<file path="config.mk">
export PLATFORM = sky130hd
export DESIGN_NAME = seeded_list_shuffle
export DESIGN_NICKNAME = d
export VERILOG_FILES = /design/src/design/sls_pkg.sv /design/src/design/sls_draw.sv /design/src/design/seeded_list_shuffle.sv
export SDC_FILE = /design/constraint.sdc
export NUM_CORES = 2
export LEC_CHECK = 0
export ABC_CLOCK_PERIOD_IN_PS = 10300
export BUFFER_PORTS_ARGS = -buffer_cell sky130_fd_sc_hd__buf_2
export CORE_UTILIZATION = 60
export CTS_BUF_LIST = sky130_fd_sc_hd__clkbuf_8
export CTS_CLUSTER_DIAMETER = 200
export DETAILED_ROUTE_END_ITERATION = 8
export GPL_TIMING_DRIVEN = 1
export PLACE_DENSITY = 0.84
export SYNTH_ARGS = -nofsm -noshare
export SYNTH_HDL_FRONTEND = slang
export SYNTH_SLANG_ARGS = --single-unit
</file>
<file path="constraint.sdc">
create_clock -name clk -period 10.3 [get_ports clk]
set_input_delay 0.515 -clock clk [delete_from_list [all_inputs] [get_ports clk]]
set_output_delay 0.515 -clock clk [all_outputs]
set_load 0.05 [all_outputs]
</file>
<file path="src/design/sls_pkg.sv">
package sls_pkg;

    localparam int MAX_ENTRIES_DEF = 32;
    localparam int ID_W            = 64;
    localparam int SEED_W          = 32;
    localparam int SEED_SHIFT      = 32;
    localparam int SH_A            = 12;
    localparam int SH_B            = 25;
    localparam int SH_C            = 27;
    localparam int MUL_BITS        = 64;
    localparam int MUL_CNT_W       = 6;

    localparam logic [ID_W-1:0] MIX_MUL = 64'h2545_F491_4F6C_DD1D;

    typedef struct packed {
        logic [ID_W-1:0]   entry_id;
        logic [SEED_W-1:0] seed_seconds;
        logic              last;
    } item_t;

    typedef struct packed {
        logic [ID_W-1:0] shuffled_id;
        logic            final_entry;
    } result_t;

    // control from the sequencer to the draw unit
    typedef struct packed {
        logic load;   // take a new seed, counter back to zero
        logic go;     // begin one draw
        logic next;   // step the counter on by one index
    } draw_ctrl_t;

endpackage

</file>
<file path="src/design/sls_draw.sv">
module sls_draw #(
    parameter int MAX_ENTRIES = sls_pkg::MAX_ENTRIES_DEF
) (
    input  logic                             clk,
    input  logic                             rst_n,
    input  sls_pkg::draw_ctrl_t              ctrl,
    input  logic [sls_pkg::SEED_W-1:0]       seed,
    input  logic [$clog2(MAX_ENTRIES+1)-1:0] span,
    output logic                             done,
    output logic [$clog2(MAX_ENTRIES+1)-1:0] rem
);
    import sls_pkg::*;

    localparam int CNT_W = $clog2(MAX_ENTRIES + 1);

    // counter value: seed_hi + i * C, advanced by one add per index
    logic [ID_W-1:0]      x_reg, x_next;
    logic [ID_W-1:0]      k_reg, k_next;      // mixed draw, shifted out LSB first
    logic [ID_W-1:0]      p_reg, p_next;      // multiplier partial sum
    logic [CNT_W-1:0]     r_reg, r_next;      // running remainder
    logic [CNT_W-1:0]     w_reg, w_next;      // 2^b mod span
    logic [CNT_W-1:0]     span_reg, span_next;
    logic [MUL_CNT_W-1:0] cnt_reg, cnt_next;
    logic                 run_reg, run_next;
    logic                 done_reg, done_next;

    logic [ID_W:0]        sum;
    logic                 pbit;

    function automatic logic [ID_W-1:0] xorshift(input logic [ID_W-1:0] v);
        logic [ID_W-1:0] t;
        t = v ^ (v >> SH_A);
        t = t ^ (t << SH_B);
        t = t ^ (t >> SH_C);
        return t;
    endfunction

    function automatic logic [CNT_W-1:0] add_mod(input logic [CNT_W-1:0] a,
                                                 input logic [CNT_W-1:0] b,
                                                 input logic [CNT_W-1:0] m);
        logic [CNT_W:0] t;
        t = {1'b0, a} + {1'b0, b};
        if (t >= {1'b0, m})
            t = t - {1'b0, m};
        return t[CNT_W-1:0];
    endfunction

    // product bits come out LSB first and fold straight into the remainder
    assign sum  = {1'b0, p_reg} + (k_reg[0] ? {1'b0, MIX_MUL} : '0);
    assign pbit = sum[0];

    always_comb
    begin
        x_next    = x_reg;
        k_next    = k_reg;
        p_next    = p_reg;
        r_next    = r_reg;
        w_next    = w_reg;
        span_next = span_reg;
        cnt_next  = cnt_reg;
        run_next  = run_reg;
        done_next = 1'b0;

        if (ctrl.load)
            x_next = {seed, {SEED_SHIFT{1'b0}}};
        else if (ctrl.next)
            x_next = x_reg + MIX_MUL;

        if (ctrl.go)
        begin
            k_next    = xorshift(x_reg);
            p_next    = '0;
            r_next    = '0;
            w_next    = (span != CNT_W'(1)) ? CNT_W'(1) : '0;
            span_next = span;
            cnt_next  = '0;
            run_next  = 1'b1;
        end
        else if (run_reg)
        begin
            k_next   = k_reg >> 1;
            p_next   = sum[ID_W:1];
            if (pbit)
                r_next = add_mod(r_reg, w_reg, span_reg);
            w_next   = add_mod(w_reg, w_reg, span_reg);
            cnt_next = cnt_reg + MUL_CNT_W'(1);
            if (cnt_reg == MUL_CNT_W'(MUL_BITS - 1))
            begin
                run_next  = 1'b0;
                done_next = 1'b1;
            end
        end
    end

    always_ff @(posedge clk or negedge rst_n)
    begin
        if (!rst_n)
        begin
            run_reg  <= 1'b0;
            done_reg <= 1'b0;
            cnt_reg  <= '0;
        end
        else
        begin
            run_reg  <= run_next;
            done_reg <= done_next;
            cnt_reg  <= cnt_next;
        end
    end

    always_ff @(posedge clk)
    begin
        x_reg    <= x_next;
        k_reg    <= k_next;
        p_reg    <= p_next;
        r_reg    <= r_next;
        w_reg    <= w_next;
        span_reg <= span_next;
    end

    assign done = done_reg;
    assign rem  = r_reg;

endmodule

</file>
<file path="src/design/seeded_list_shuffle.sv">
// Seeded list shuffle. Entries are loaded one beat per cycle (start high, busy low);
// a beat arriving while MAX_ENTRIES entries are held is dropped. The beat marked last
// also carries the 32-bit seed and starts a Fisher-Yates pass over the n held entries.
// Each swap step is paced by the bit-serial 64-bit multiply that feeds the remainder unit
// one product bit per cycle; after the pass the n results follow one per cycle on strobe,
// final_entry marking the last. busy is high from the last beat until the final read is
// issued; results cannot be stalled.
module seeded_list_shuffle #(
    parameter int MAX_ENTRIES = sls_pkg::MAX_ENTRIES_DEF
) (
    input  logic             clk,
    input  logic             rst_n,
    input  logic             start,
    output logic             busy,
    input  sls_pkg::item_t   item,
    output logic             strobe,
    output sls_pkg::result_t result
);
    import sls_pkg::*;

    localparam int CNT_W = $clog2(MAX_ENTRIES + 1);
    localparam int IDX_W = (MAX_ENTRIES > 1) ? $clog2(MAX_ENTRIES) : 1;
    localparam logic [CNT_W-1:0] MAX_CNT = CNT_W'(MAX_ENTRIES);

    typedef enum logic [6:0] {
        ST_IDLE   = 7'b0000001,
        ST_MIX    = 7'b0000010,
        ST_DRAW   = 7'b0000100,
        ST_READ   = 7'b0001000,
        ST_SWAP_I = 7'b0010000,
        ST_SWAP_J = 7'b0100000,
        ST_EMIT   = 7'b1000000
    } state_t;

    state_t           state_reg, state_next;
    logic [CNT_W-1:0] count_reg, count_next;
    logic [CNT_W-1:0] n_reg, n_next;
    logic [CNT_W-1:0] i_reg, i_next;
    logic [CNT_W-1:0] j_reg, j_next;
    logic             strobe_reg, strobe_next;
    logic             final_reg, final_next;

    logic [ID_W-1:0]  mem [MAX_ENTRIES];
    logic [ID_W-1:0]  rd_a_reg, rd_b_reg;
    logic [IDX_W-1:0] rd_addr_a, rd_addr_b, wr_addr;
    logic [ID_W-1:0]  wr_data;
    logic             wr_en;

    draw_ctrl_t       dctrl;
    logic             draw_done;
    logic [CNT_W-1:0] draw_rem;
    logic [CNT_W-1:0] span;

    logic             accept;
    logic             full;
    logic [CNT_W-1:0] i_inc;

    assign accept = start && (state_reg == ST_IDLE);
    assign full   = (count_reg == MAX_CNT);
    assign i_inc  = i_reg + CNT_W'(1);
    assign span   = n_reg - i_reg;

    sls_draw #(
        .MAX_ENTRIES(MAX_ENTRIES)
    ) u_draw (
        .clk  (clk),
        .rst_n(rst_n),
        .ctrl (dctrl),
        .seed (item.seed_seconds),
        .span (span),
        .done (draw_done),
        .rem  (draw_rem)
    );

    always_comb
    begin
        state_next  = state_reg;
        count_next  = count_reg;
        n_next      = n_reg;
        i_next      = i_reg;
        j_next      = j_reg;
        strobe_next = 1'b0;
        final_next  = 1'b0;
        dctrl       = '0;
        wr_en       = 1'b0;
        wr_addr     = count_reg[IDX_W-1:0];
        wr_data     = item.entry_id;
        rd_addr_a   = i_reg[IDX_W-1:0];
        rd_addr_b   = j_reg[IDX_W-1:0];

        case (state_reg)
            ST_IDLE:
            begin
                if (accept)
                begin
                    if (!full)
                    begin
                        wr_en      = 1'b1;
                        count_next = count_reg + CNT_W'(1);
                    end
                    if (item.last)
                    begin
                        n_next     = full ? count_reg : count_reg + CNT_W'(1);
                        i_next     = '0;
                        dctrl.load = 1'b1;
                        state_next = ST_MIX;
                    end
                end
            end
            ST_MIX:
            begin
                dctrl.go   = 1'b1;
                state_next = ST_DRAW;
            end
            ST_DRAW:
            begin
                if (draw_done)
                begin
                    j_next     = i_reg + draw_rem;
                    state_next = ST_READ;
                end
            end
            ST_READ:
            begin
                state_next = ST_SWAP_I;
            end
            ST_SWAP_I:
            begin
                wr_en      = 1'b1;
                wr_addr    = i_reg[IDX_W-1:0];
                wr_data    = rd_b_reg;
                state_next = ST_SWAP_J;
            end
            ST_SWAP_J:
            begin
                wr_en      = 1'b1;
                wr_addr    = j_reg[IDX_W-1:0];
                wr_data    = rd_a_reg;
                dctrl.next = 1'b1;
                if (i_inc == n_reg)
                begin
                    i_next     = '0;
                    state_next = ST_EMIT;
                end
                else
                begin
                    i_next     = i_inc;
                    state_next = ST_MIX;
                end
            end
            ST_EMIT:
            begin
                // read issued now, data and strobe land together next cycle
                strobe_next = 1'b1;
                final_next  = (i_inc == n_reg);
                i_next      = i_inc;
                if (i_inc == n_reg)
                begin
                    count_next = '0;
                    state_next = ST_IDLE;
                end
            end
            default:
            begin
                state_next = ST_IDLE;
            end
        endcase
    end

    always_ff @(posedge clk or negedge rst_n)
    begin
        if (!rst_n)
        begin
            state_reg  <= ST_IDLE;
            count_reg  <= '0;
            n_reg      <= '0;
            i_reg      <= '0;
            j_reg      <= '0;
            strobe_reg <= 1'b0;
            final_reg  <= 1'b0;
        end
        else
        begin
            state_reg  <= state_next;
            count_reg  <= count_next;
            n_reg      <= n_next;
            i_reg      <= i_next;
            j_reg      <= j_next;
            strobe_reg <= strobe_next;
            final_reg  <= final_next;
        end
    end

    always_ff @(posedge clk)
    begin
        if (wr_en)
            mem[wr_addr] <= wr_data;
        rd_a_reg <= mem[rd_addr_a];
        rd_b_reg <= mem[rd_addr_b];
    end

    assign busy               = (state_reg != ST_IDLE);
    assign strobe             = strobe_reg;
    assign result.shuffled_id = rd_a_reg;
    assign result.final_entry = final_reg;

endmodule

</file>
Word level (Yosys, flattened, before mapping)
Memory sizes are Yosys's and may differ from the RTL's. A register that Yosys moved wholly into a read port is not among the register bits.
Index checks and enable logic that the tools add are counted.
{ "word_totals": {"ff_bits": 250, "mem_bits_rw": 2048, "in_bits": 100, "memories": 1} }
{ "memory_table": {"columns": ["memory", "words", "width", "read_ports", "rd_clocked_by_memory_dff", "wr", "line_no", "text"], "rows": [
  ["mem", 32, 64, 2, 2, 1, "seeded_list_shuffle.sv:43", "logic [ID_W-1:0] mem [MAX_ENTRIES];"]
]} }
{ "op_classes": {"addsub": 11, "magnitude_cmp": 2, "n_eq_ne": 16, "n_mux": 46, "bitwise_logic": 3, "n_reduce_logical": 12} }
{ "ops": {"columns": ["cell", "n"], "rows": [
  ["64-bit 2-to-1 mux", 4],
  ["64-bit case mux with 2 select lines", 1],
  ["6-bit 2-to-1 mux", 12],
  ["64-bit by 65-bit adder with 65-bit output", 1],
  ["64-bit by 62-bit adder with 64-bit output (second input constant)", 1],
  ["64-bit by 37-bit XOR with 64-bit output", 1],
  ["64-bit by 52-bit XOR with 64-bit output", 1],
  ["64-bit XOR", 1],
  ["62-bit 2-to-1 mux", 1],
  ["7-bit case mux with 7 select lines", 1],
  ["7-bit 2-to-1 mux", 5],
  ["6-bit by 1-bit adder with 6-bit output (second input constant)", 3],
  ["1-bit 2-to-1 mux", 18],
  ["6-bit case mux with 3 select lines", 1],
  ["6-bit subtractor", 3],
  ["6-bit by 6-bit adder with 7-bit output", 2],
  ["7-bit by 6-bit greater-or-equal comparator with 1-bit output", 2],
  ["6-bit equality test (second input constant)", 2],
  ["6-bit case mux with 2 select lines", 1],
  ["5-bit case mux with 2 select lines", 1],
  ["3-bit AND reduction", 3],
  ["7-bit by 1-bit equality test with 1-bit output (second input constant)", 1],
  ["7-bit by 2-bit equality test with 1-bit output (second input constant)", 1],
  ["7-bit by 3-bit equality test with 1-bit output (second input constant)", 1],
  ["17 further kinds", 22]
]} }

Longest topological paths before layout
{ "depth": {"depth_word": 6, "ltp_mapped": 13, "ltp_nobuf": 13} }

By module
Synthesis repeated with hierarchy kept, for this count alone.
{ "hier_totals": {"cells_unflattened": 6234, "hier_area_um2": 113256.1} }
{ "by_module_without_submodules": {"columns": ["mod", "instances", "cells_per_inst", "area_per_inst_um2"], "rows": [
  ["seeded_list_shuffle", 1, 4682, 99266.5],
  ["sls_draw", 1, 1552, 13989.7]
]} }

Least setup slack after synthesis
OpenSTA, ideal clock, no wires.
{ "synth_timing": {"kind": "reg-to-reg", "startpoint": "register state_reg[5]", "endpoint": "memory mem[2][0], enable pin", "setup_ns": 0.487, "arrival_ns": 4.762, "required_time_ns": 9.813, "slack_ns": 5.052, "path_stages_with_launch": 10, "period_less_slack_ns": 5.248, "cell_sequence": "dfrtp_1 > or3_1 > or3_1 > nor3b_2 > nand2_2 > nor2_2 > nor2_1 > nor2_1 > nand2_1 > nor2_1"} }
{ "synth_via": {"elab_chain_cells": 6} }
{ "synth_lines": {"columns": ["item", "line_no", "text"], "rows": [
  ["start: declaration", "seeded_list_shuffle.sv:35", "state_t state_reg, state_next;"],
  ["start signal: assignment", "seeded_list_shuffle.sv:184", "state_reg <= state_next;"],
  ["7-bit by 1-bit equality test with 1-bit output", "seeded_list_shuffle.sv:58, seeded_list_shuffle.sv:91", null],
  ["1-bit logical AND", "seeded_list_shuffle.sv:58", "assign accept = start && (state_reg == ST_IDLE);"],
  ["1-bit 2-to-1 mux", "seeded_list_shuffle.sv:94", "if (accept)"],
  ["1-bit case mux with 2 select lines", "seeded_list_shuffle.sv:91", "case (state_reg)"],
  ["1-bit 2-to-1 mux", "seeded_list_shuffle.sv:196", "if (wr_en)"],
  ["1-bit 2-to-1 mux (not written as such)", "seeded_list_shuffle.sv:197", "mem[wr_addr] <= wr_data;"],
  ["end: declaration", "seeded_list_shuffle.sv:43", null]
]} }
Several ways; a longest one is shown, not always the timed one.

Worst setup path after layout
{ "layout_timing": {"startpoint": "register state_reg[6]", "endpoint": "memory mem[14][13], enable pin"} }
Same word-level chain as after synthesis.

==> key figures <==
Floorplan
  – Die width: approximately 440 um
  – Full die area: 190,000 um^2
  – Core Area: about 190,000 um^2
  – Die Height: 436 um
  – I/O pin count: between 150 and 200
  – Row cnt: around 160
  – Initial cell density of the core: between 60% and 70%

Logic synthesis
  – Post-Syn Instances: between 6,000 and 7,000
  – Syn. warnings: 0
  – Post-synth EDFFs: 2,156
  – Synth unique cells: 97
  – Synthesized area: approximately 110,000 um^2
  – Syn Nets: roughly 6,300
  – Most common cell in the netlist: edfxtp_1
  – FFs w/ async S/R, synth: 1.65%
  – Seq/Total Area, Yosys: about 62%
  – Area contributors post-synth: edfxtp_1, mux4_2, dfxtp_1, nand2_1, xnor2_1
  – Commonest cells in the synthesized netlist: edfxtp_1, mux4_2, nand2_1
  – Number of synthesized register bits: 2,426
  – Mean Syn Cell Area: roughly 18 um^2
  – Post-synth top area share: a little under three fifths
  – Post-synth top area cell: edfxtp_1
  – Ys flop type: edfxtp_1

Routing
  – DRT iter0 DRCs: 10,053
  – Via density: between 7 and 8
  – Antenna-violating nets left: 0
  – M1 wire length: approximately 100 mm
  – Metal3 WL: approximately 41 mm
  – Routed WL: ~310 mm
  – WL per Instance: between 30 and 40 um
  – First-pass DRT Iterations: 6
  – DRC Markers: 0
  – Vias post-DR: ~66,000
  – DR top layer: met5
  – WL met2: 150 mm

Place
  – DP Wirelength: around 170 mm
  – Worst slack, placed: ~3500 ps
  – Port bufs: about 170
  – Post-DP Area: roughly 120,000 um^2
  – Routability-driven placement congestion ratio: approximately 0.88
  – Placed cell count: ~8,400

Critical path
  – Setup crit start kind: flip-flop
  – Worst r2r path cells: 9
  – R2R Path Start: state_reg[6]$_DFFE_PN0P_
  – Reg2Reg Setup Slack: between 3000 and 4000 ps
  – Critical Path RT: approximately 11,000 ps
  – CP max FO: 41
  – Critical path type: reg2reg
  – Reg2reg end: mem[14][13]$_DFFE_PP_
  – CP endpoint kind: flip-flop
  – Critical path arrival: 7730 ps

Layout
  – Fill count: 11,333
  – Design Area, Final: 125,000 um^2
  – Layout cells sized above 1: roughly a third
  – Finished Layout Cells: approximately 9,000
  – Area grow syn2layout: 10.0%
  – Max reg flops: 2,048
  – Largest Register: mem
  – Util after Layout: around two thirds
  – Storage cell area: about 70,000 um^2
  – Nets: between 6,000 and 7,000
  – Footprint of the multi-input gates: roughly 40,000 um^2

Timing
  – Setup TNS after final layout: 0 ps
  – Clk_skew: approximately 110 ps
  – Post-route setup slack: 3250 ps
  – WHS: between 200 and 250 ps
  – Hold Vio Cnt, Final: 0
  – Pin slew with the least headroom to its limit: roughly 1300 ps
  – Final setup viols: 0
  – Achievable Freq: 142 MHz
  – Final min period: just over 7000 ps
  – Period utilization: 68.4%
  – RSZ-0062 raised after global routing: false
  – Slew Limit Fails: 0
  – Relative slew margins: approximately 12%

CTS
  – Max clock buf depth: 4
  – H-tree lvl count: 5
  – Root buf cell: clkbuf_8
  – Reg clk slew, reported paths: about 60 ps
  – Total CTS buffers: around 400
  – CTS tree: done
  – Resized cells post-CTS: 0
  – Clk Latency, worst-skew pair: around 1200 ps
  – Clk sinks: around 2,400

Pwr
  – Post-layout total power: 23.9 mW
  – P_sw: around 6.7 mW
  – Pint: 17.3 mW
  – Clock power frac: around a third
  – Switching power as a share of total power: ~28%
  – Peak supply drop: roughly 240 uV
  – Pwr dens: between 150 and 200 nW/um^2
  – P_leak: around 40 nW
  – Comb pwr share: between 10% and 20%
  – Share of power burned in registers: 50.0%

Flow run
  – MaxCap Viol Count: 0

Global routing
  – Largest net degree at the start of global routing: approximately 150
  – Initial antenna violation count: 13
  – Vias in the first global route: a little under 70,000
  – First-pass GRT wire length: between 400 and 500 mm
  – Tot GR Track Use: between 30% and 40%
  – GR Overflow Total: 0

Status
  – Status: finished clean

Hold path
  – Tightest Hold Check Type: in2async
-- kinds of logic after synthesis --
group           after synthesis  share of synthesized area, %
flops                      2426                          62.2
compound gates              552                          3.23
xor+xnor                    252                          1.95
buf+inv                     511                          1.83
fa+ha+maj                    71                         0.818
mux                        1374                          26.4
simple gates                932                          3.61
-- worst max path at each step --
stage	from	end	slack (ps)	cells past startpoint
floorplan	state_reg[5]$_DFFE_PN0P_	mem[2][0]$_DFFE_PP_	5050	9
CTS	state_reg[6]$_DFFE_PN0P_	mem[14][14]$_DFFE_PP_	3460	9
finish	state_reg[6]$_DFFE_PN0P_	mem[14][13]$_DFFE_PP_	3250	9
detailed placement	state_reg[6]$_DFFE_PN0P_	mem[14][15]$_DFFE_PP_	3480	9
global placement	state_reg[6]$_DFFE_PN0P_	mem[14][12]$_DFFE_PP_	3750	9
global route	state_reg[6]$_DFFE_PN0P_	mem[14][14]$_DFFE_PP_	3260	9
-- what timing repair did --
action | 4_1_cts | 5_1_grt
hold endpoints to repair | 80 | 0
setup buffers | 0 | 0
hold buffers | 35 | 0
-- power groups by stage --
stage,registers (mW),clock network (mW),logic (mW)
finish,12.0,8.24,3.73
detailed placement,12.1,0,3.67
global placement,12.1,0,3.52
floorplan,12.0,0,2.77
CTS,11.9,8.27,3.70
global route,12.0,8.66,4.10
-- critical path, cell delays in order, from the launching register on --
cell and delay [ps]:
dfrtp_1 420, nor4_1 710, nand2b_1 330, nor2_4 990
buf_4 710, nor3_1 200, a221oi_1 420, nand2_1 580
nor2_4 1180, buf_4 1020
-- placed cells by master (no fill, tap or decap), types with 13 or more instances in the layout --
cell type | netlist | final
mux2_2 | 66 | 66
dlygate4sd3_1 | 0 | 35
dfxtp_1 | 230 | 230
a21oi_1 | 95 | 95
or3_1 | 17 | 17
clkinv_1 | 1 | 53
nand4_1 | 24 | 24
o21ai_1 | 22 | 22
a211oi_1 | 24 | 24
mux2i_1 | 27 | 27
o21ai_0 | 155 | 155
o21bai_1 | 13 | 13
inv_1 | 55 | 179
nor2_1 | 174 | 139
a22oi_1 | 67 | 67
nor3_1 | 16 | 16
clkinv_2 | 0 | 58
a31oi_1 | 16 | 16
o31ai_1 | 18 | 18
ha_1 | 66 | 66
and3_1 | 18 | 17
clkbuf_8 | 0 | 451
buf_4 | 4 | 94
mux4_2 | 1280 | 1280
bufinv_16 | 0 | 13
dfrtp_1 | 39 | 29
nand2_1 | 547 | 547
nor2_4 | 1 | 36
xor2_1 | 111 | 111
edfxtp_1 | 2156 | 2156
a21o_1 | 27 | 27
nand3_1 | 49 | 48
xnor2_1 | 141 | 141
buf_2 | 105 | 166
-- layer usage --
layer | global-route usage [%] | vias up
met5 | 0 | -
met1 | 43.2 | 33760
met2 | 51.8 | 5612
met4 | 16.7 | 4
li1 | - | 25995
met3 | 7.84 | 1107
-- layout make-up --
class / count / area share [%]
antenna: 10 / 0.0201
tap: 2495 / 2.51
clock buffer: 451 / 4.99
sequential: 2426 / 56.5
clock inverter: 266 / 1.18
timing repair buffer: 304 / 1.66
multi-input combinational: 3181 / 32.9
inverter: 56 / 0.177
Note: power is estimated with default switching activity, not from simulation.
